$ cat src/rtl/core/etts_pkg.sv
// Package for the ephemeris time table store: sizes, codes and shared types.
// No dependencies; used by every module of the store.
`default_nettype none
package etts_pkg;
  localparam int NumSats = 64;
  localparam int EntriesPerSat = 16;
  localparam int SatW = 6;
  localparam int PosW = $clog2(EntriesPerSat);
  localparam int CntW = PosW + 1;
  localparam int AddrW = SatW + PosW;
  localparam int Depth = NumSats * EntriesPerSat;

  typedef logic [CntW-1:0]  cnt_t;
  typedef logic [AddrW-1:0] addr_t;

  typedef enum logic [1:0] {
    REQ_INSERT = 2'd0,
    REQ_USER   = 2'd1,
    REQ_NEAR   = 2'd2,
    REQ_NONE   = 2'd3
  } req_t;

  typedef enum logic [2:0] {
    ST_ADDED     = 3'd0,
    ST_DUP       = 3'd1,
    ST_CONFLICT  = 3'd2,
    ST_MATCHLAST = 3'd3,
    ST_LATE      = 3'd4,
    ST_REPLACED  = 3'd5,
    ST_FULL      = 3'd6,
    ST_LOOKUP    = 3'd7
  } status_t;

  // Back end sequencer states
  typedef enum logic [2:0] {
    S_IDLE, S_SCAN, S_RDA, S_RDB, S_SHIFT, S_DONE
  } bst_t;

  // Classified command handed from the front to the back.
  typedef struct packed {
    req_t                 req;
    logic                 sat_ok;
    logic [SatW-1:0]      sat;
    logic [31:0]          key;
    logic [31:0]          rbegin;
    logic [31:0]          rend;
    logic [31:0]          rtoe;
  } cmd_t;

  typedef struct packed {
    logic [95:0] rec;
    logic [31:0] key;
  } ent_t;
endpackage
`default_nettype wire

$ cat src/rtl/core/etts_front.sv
// Front end: accepts requests, picks the key and holds a two-entry command queue.
// Depends on etts_pkg.
`default_nettype none
module etts_front (
  input  wire                    clk,
  input  wire                    rst_n,
  input  wire                    cfg_key_by_begin,
  input  wire                    in_valid,
  output logic                   in_stall,
  input  wire  [1:0]             in_req_type,
  input  wire  [5:0]             in_sat_index,
  input  wire  [31:0]            in_rec_begin,
  input  wire  [31:0]            in_rec_end,
  input  wire  [31:0]            in_rec_toe,
  input  wire  [31:0]            in_query_time,
  output logic                   cmd_valid,
  output etts_pkg::cmd_t         cmd,
  input  wire                    cmd_take
);
  etts_pkg::cmd_t q_r [2];
  etts_pkg::cmd_t q_nxt [2];
  logic [1:0] cnt_r, cnt_nxt;
  etts_pkg::cmd_t c;
  logic acc;

  // Classify the incoming request
  always_comb begin
    c.req = etts_pkg::req_t'(in_req_type);
    c.sat = in_sat_index;
    c.sat_ok = ({2'b0, in_sat_index} < 8'(etts_pkg::NumSats));
    c.rbegin = in_rec_begin;
    c.rend = in_rec_end;
    c.rtoe = in_rec_toe;
    if (c.req == etts_pkg::REQ_INSERT) begin
      c.key = cfg_key_by_begin ? in_rec_begin : in_rec_toe;
    end else begin
      c.key = in_query_time;
    end
  end

  assign in_stall = (cnt_r == 2'd2);
  assign acc = in_valid && !in_stall;
  assign cmd_valid = (cnt_r != 2'd0);
  assign cmd = q_r[0];

  // Advance the queue
  always_comb begin
    q_nxt = q_r;
    cnt_nxt = cnt_r;
    if (cmd_take && cmd_valid) begin
      q_nxt[0] = q_r[1];
      cnt_nxt = cnt_nxt - 2'd1;
    end
    if (acc) begin
      q_nxt[cnt_nxt[0]] = c;
      cnt_nxt = cnt_nxt + 2'd1;
    end
  end

  always_ff @(posedge clk) begin
    q_r <= q_nxt;
    if (!rst_n) begin
      cnt_r <= '0;
    end else begin
      cnt_r <= cnt_nxt;
    end
  end

  a_no_overflow: assert property (@(posedge clk) disable iff (!rst_n) cnt_r <= 2'd2)
    else $error("queue overflow");
  a_take_valid: assert property (@(posedge clk) disable iff (!rst_n)
    (cnt_r == 2'd0) |-> !cmd_valid) else $error("empty queue shows valid");
  a_full_stall: assert property (@(posedge clk) disable iff (!rst_n)
    (cnt_r == 2'd2) |-> in_stall) else $error("full queue not stalled");
endmodule
`default_nettype wire

$ cat config.mk
export PLATFORM = sky130hd
export DESIGN_NAME = etts_front
export DESIGN_NICKNAME = d
export VERILOG_FILES = /design/src/rtl/core/etts_pkg.sv /design/src/rtl/core/etts_front.sv
export SDC_FILE = /design/constraint.sdc
export NUM_CORES = 1
export LEC_CHECK = 0
export ABC_CLOCK_PERIOD_IN_PS = 6700
export BUFFER_PORTS_ARGS = -buffer_cell sky130_fd_sc_hd__buf_2
export CORE_MARGIN = 1.5
export CORE_UTILIZATION = 50
export DETAILED_ROUTE_END_ITERATION = 8
export PLACE_DENSITY = 0.8
export SLEW_MARGIN = 20
export SYNTH_ARGS = -nofsm -noshare
export SYNTH_HDL_FRONTEND = slang
export SYNTH_SLANG_ARGS = --single-unit
$ cat constraint.sdc
create_clock -name clk -period 6.7 [get_ports clk]
set_clock_uncertainty 0.1 [all_clocks]
set_input_delay 1.34 -clock clk [delete_from_list [all_inputs] [get_ports clk]]
set_output_delay 1.34 -clock clk [all_outputs]
set_load 0.005 [all_outputs]
### Yosys cells after proc, flatten, opt, wreduce, memory -nomap -nowiden

Index checks and enable logic that the tools add are counted.

| word-level totals | value |
|---|---|
| register bits after elaboration | 276 |
| output and inout port bits | 139 |

| cells by class | value |
|---|---|
| add/sub/neg operators | 2 |
| magnitude comparators | 2 |
| equal/unequal tests | 1 |
| muxes and demuxes | 9 |
| bitwise logic cells | 1 |
| reduce and logical (&&, ||, !) cells | 6 |

Operator list:

| operator | number |
|---|---|
| bitwise mux 274 bit | 1 |
| two-way mux 137 bit | 2 |
| two-way mux 274 bit | 1 |
| demux 137 bit (select 1 bit) | 1 |
| two-way mux 32 bit | 2 |
| two-way mux 2 bit | 2 |
| logical AND 1 bit | 3 |
| adder 2 x 1 -> 2 bit (second input constant) | 1 |
| equality test 2 bit (second input constant) | 1 |
| >= comparator 2 bit (second input constant) | 1 |
| logical NOT 2 bit | 1 |
| < comparator 2 x 1 -> 1 bit (second input constant) | 1 |
| NOT 1 -> 2 bit | 1 |
| nonzero test 2 bit | 1 |
| subtractor 2 x 1 -> 2 bit (second input constant) | 1 |
| logical NOT 1 bit | 1 |

### Longest topological paths before layout

| depth | value |
|---|---|
| word-level depth | 10 |
| gate-level depth with buffers | 10 |
| gate-level depth less buffers | 7 |

### Worst setup path after synthesis

Ideal clock, no wire load.

| timing path | value |
|---|---|
| path type | input-to-reg |
| start point | in cmd_take |
| end point | reg (tool-made name) |
| setup time | 504 ps |
| arrival time | 5139 ps |
| data required time | 6096 ps |
| setup slack | 957 ps |
| stages | 7 |
| path buffers | 3 |
| path through | nand2b_1 > buf_4 > xnor2_4 > buf_2 > buf_1 > inv_1 > ha_1 |

RTL lines:

| what | RTL line | text |
|---|---|---|
| from (decl) | etts_front.sv:18 | `input wire cmd_take` |

==> flow_metrics.py <==
metrics = {
    "status": {
        "status": "finished clean",
    },
    "sta": {
        "max_clock_freq_mhz": 286.2,
        "hold_viol_final": 0,
        "whs_ns": 0.4110,
        "worst_pin_slew_ns": 0.9779,
        "fin_crit_ns": 3.495,
        "rsz0062_at_grt": "false",
        "slew_violations": 0,
        "setup_violations": 0,
        "setup_tns_ns": 0,
        "post-route-period-util_pct": 52.16,
        "max_slew_margin_pct": 34.80,
    },
    "synth": {
        "synth_edf_count": 137,
        "syn_inst": 972,
        "synthesis.area_um2": 11890,
        "ys_warn_count": 0,
        "synth_flop_cell": "dfxtp_1",
        "syn-num-nets": 1116,
        "ys_top_cells_by_area": "edfxtp_1 (35%), dfxtp_1 (23%), mux2i_1 (11%)",
        "synth_seq_area_share_pct": 58.00,
        "syn-mean-instance-area_um2": 12.23,
        "ys_ff_latch": 276,
        "synthArstFlopShare_pct": 0,
        "yosysTopAreaCell": "edfxtp_1",
        "synth_top_area_share_pct": 34.60,
        "synth_cell_types": 29,
    },
    "critical_path": {
        "critPathLaunch": "in_valid",
        "required_ns": 6.75,
        "rr_startpoint": "cnt_r[0]$_SDFF_PN0_",
        "crit_path_top_delay_cell": "ha_4",
        "cp.buffers_inverters": 3,
        "crit_path_end_kind": "register",
        "start_kind": "input port",
        "crit_top_cell": "buf_4",
        "cp.depth": 5,
        "cpLargestDelayFamily": "buffers and inverters",
        "rrSetupSlack_ns": 3.36,
        "crit_chain": "buf_2 -> nor2b_4 -> buf_4 -> ha_4 -> buf_4",
        "rr_worst_depth": 6,
        "path_class": "input port to register",
        "cpPeakStageDelay_ns": 0.79,
        "cp.arrival_ns": 3.55,
        "worst-path-max-fanout": 56,
    },
    "floorplan": {
        "die_area_um2": 24720,
        "pin_count": 280,
        "dieWidth_um": 157.2,
        "dieHeight_um": 157.2,
        "rows": 56,
        "start_util_pct": 50.81,
        "fp.coreArea_um2": 23400,
    },
    "power_and_ir_drop": {
        "p_leak_uw": 0.005997,
        "pwr-share-seq_pct": 41.5,
        "p_per_area_nw_per_um2": 498.4,
        "netSwitchingFraction_pct": 32.29,
        "switchingPower_uw": 2166,
        "comb_power_share_pct": 34.4,
        "cellInternalPower_uw": 4541,
        "clkPwrFrac_pct": 24.1,
        "worst_ir_drop_vdd_mv": 0.3333,
    },
    "final_layout": {
        "fillers": 1972,
        "nets": 1235,
        "stdcell_area_um2": 13460,
        "syn2layout_area_growth_pct": 13.17,
        "drive_gt1_share_pct": 35.94,
    },
    "placement": {
        "io_buffers": 279,
        "gp_congestion": 0.7617,
        "hpwl_um": 16610,
        "place_area_um2": 12480,
    },
    "cts": {
        "cts_resized": 0,
        "cts_hold_buffers": 0,
        "h-tree-depth": 1,
        "cts_buffers": 28,
        "cts.clk_slew.worst_paths_ns": 0.06,
        "cts.sinks": 276,
        "cts_root_buf": "clkbuf_16",
        "cts_buffer_depth": 3,
        "clk_latency_ns": 0.53,
        "post-cts-setup-buffers": 0,
        "cts_tree": "yes",
    },
    "route": {
        "finalWirelength_um": 26380,
        "drtIter0Drc": 642,
        "vias": 7655,
        "wl_per_cell_um": 18.38,
        "vias_per_cell": 5.334,
        "drc": 0,
        "ant_nets": 0,
        "dr.pass1.iters": 5,
    },
    "global_route": {
        "grt-ovfl-total": 0,
        "grt_usage_pct": 20.27,
        "grt_pass1_vias": 7313,
        "grt_pass1_wl_um": 39740,
        "grt_antenna_before_repair": 3,
        "grt_max_degree": 140,
    },
    "min_path": {
        "holdCritPathClass": "register to register",
    },
    "job": {
        "maxCapViolations": 0,
    },
}
[per-layer routing]
metal / wire [um] / GRT usage (%) / up-vias / part of all wire, %
met5: 0 / 0 / - / 0
met4: 767 / 6.649 / 0 / 2.9
met3: 2033 / 4.543 / 53 / 7.7
met2: 12440 / 32.81 / 321 / 47
met1: 11140 / 26.98 / 3682 / 42
li1: - / - / 3599 / -
[power by group through the flow]
stage	sequential, uW	clock [uW]	combinational [uW]
5_1_grt	2840	1710	2530
3_3_place_gp	2790	0	2250
4_1_cts	2780	1640	2320
6_report	2780	1620	2300
2_1_floorplan	2750	0	2050
3_5_place_dp	2810	0	2310
[through the flow]
stage          utilization, %  power (uW)  std cells  setup slack [ns]
2_1_floorplan               -        4802        972            0.9569
3_3_place_gp            53.33        5038       1380             2.668
3_5_place_dp            53.33        5126       1380             2.626
4_1_cts                 57.46        6745       1432             3.179
5_1_grt                 57.49        7081       1433             3.034
6_report                57.51        6707       1435             3.205
[synthesized netlist by cell type, types with 14 or more instances]
cell,n
mux2_4,20
mux2i_1,136
dfxtp_1,139
buf_2,14
a21oi_1,33
o21ai_0,104
clkbuf_1,41
buf_4,141
mux2_2,39
edfxtp_1,137
nand3_1,104
nor2_1,33
[worst reg2reg max path, delay by kind of cell, from the launching register on]
family	cells	cell delay, ns
fa+ha+maj	2	1.07
simple gates	1	0.13
flops	1	0.38
buf+inv	3	1.27
[cell usage in the layout (no fill, tap or decap), types with 3 or more instances in the layout]
cell and count:
buf_2 278, dfxtp_1 139, edfxtp_1 137, mux2i_1 136
nand3_1 104, o21ai_0 104, mux2_2 39, a21oi_1 33
nor2_1 32, clkbuf_16 29, mux2_4 20, buf_4 11
clkbuf_1 8, clkbuf_8 7, mux2_1 5, clkinv_2 5
diode_2 3, inv_1 3, bufinv_16 3
[logic make-up (layout without fill, tap and decap cells)]
| group | after synthesis | after routing | synth area share, % |
|---|---|---|---|
| simple gates | 147 | 147 | 5.934 |
| mux | 200 | 200 | 18.14 |
| fa+ha+maj | 3 | 3 | 0.3157 |
| xor+xnor | 2 | 2 | 0.3052 |
| buf+inv | 205 | 346 | 11.38 |
| other cells | 0 | 3 | 0 |
| compound gates | 139 | 139 | 5.924 |
| flops | 276 | 276 | 58.00 |
[how the worst min path moves through the flow]
| stage | end | start | slack, ns | cells after the start |
|---|---|---|---|---|
| after CTS | cmd[134]$_DFF_P_ | cmd[134]$_DFF_P_ | 0.41 | 1 |
| after global routing | cmd[134]$_DFF_P_ | cmd[134]$_DFF_P_ | 0.41 | 1 |
| after floorplan | cmd[134]$_DFF_P_ | cmd[134]$_DFF_P_ | 0.34 | 1 |
| after detailed placement | cmd[134]$_DFF_P_ | cmd[134]$_DFF_P_ | 0.39 | 1 |
| after global placement | cmd[134]$_DFF_P_ | cmd[134]$_DFF_P_ | 0.38 | 1 |
| final | cmd[134]$_DFF_P_ | cmd[134]$_DFF_P_ | 0.41 | 1 |
[final cells by class]
| class | instances | area [um^2] | area share [%] |
|---|---|---|---|
| diodes | 3 | 7.507 | 0.05578 |
| clock buffers | 44 | 852.1 | 6.331 |
| inverters | 4 | 15.01 | 0.1116 |
| clock inverters | 8 | 115.1 | 0.8553 |
| multi-input cells | 491 | 3679 | 27.33 |
| flip-flops and latches | 276 | 6897 | 51.25 |
| well taps | 319 | 399.1 | 2.966 |
| repair buffers | 290 | 1494 | 11.10 |
No activity file was read; power rests on OpenSTA's default activity.
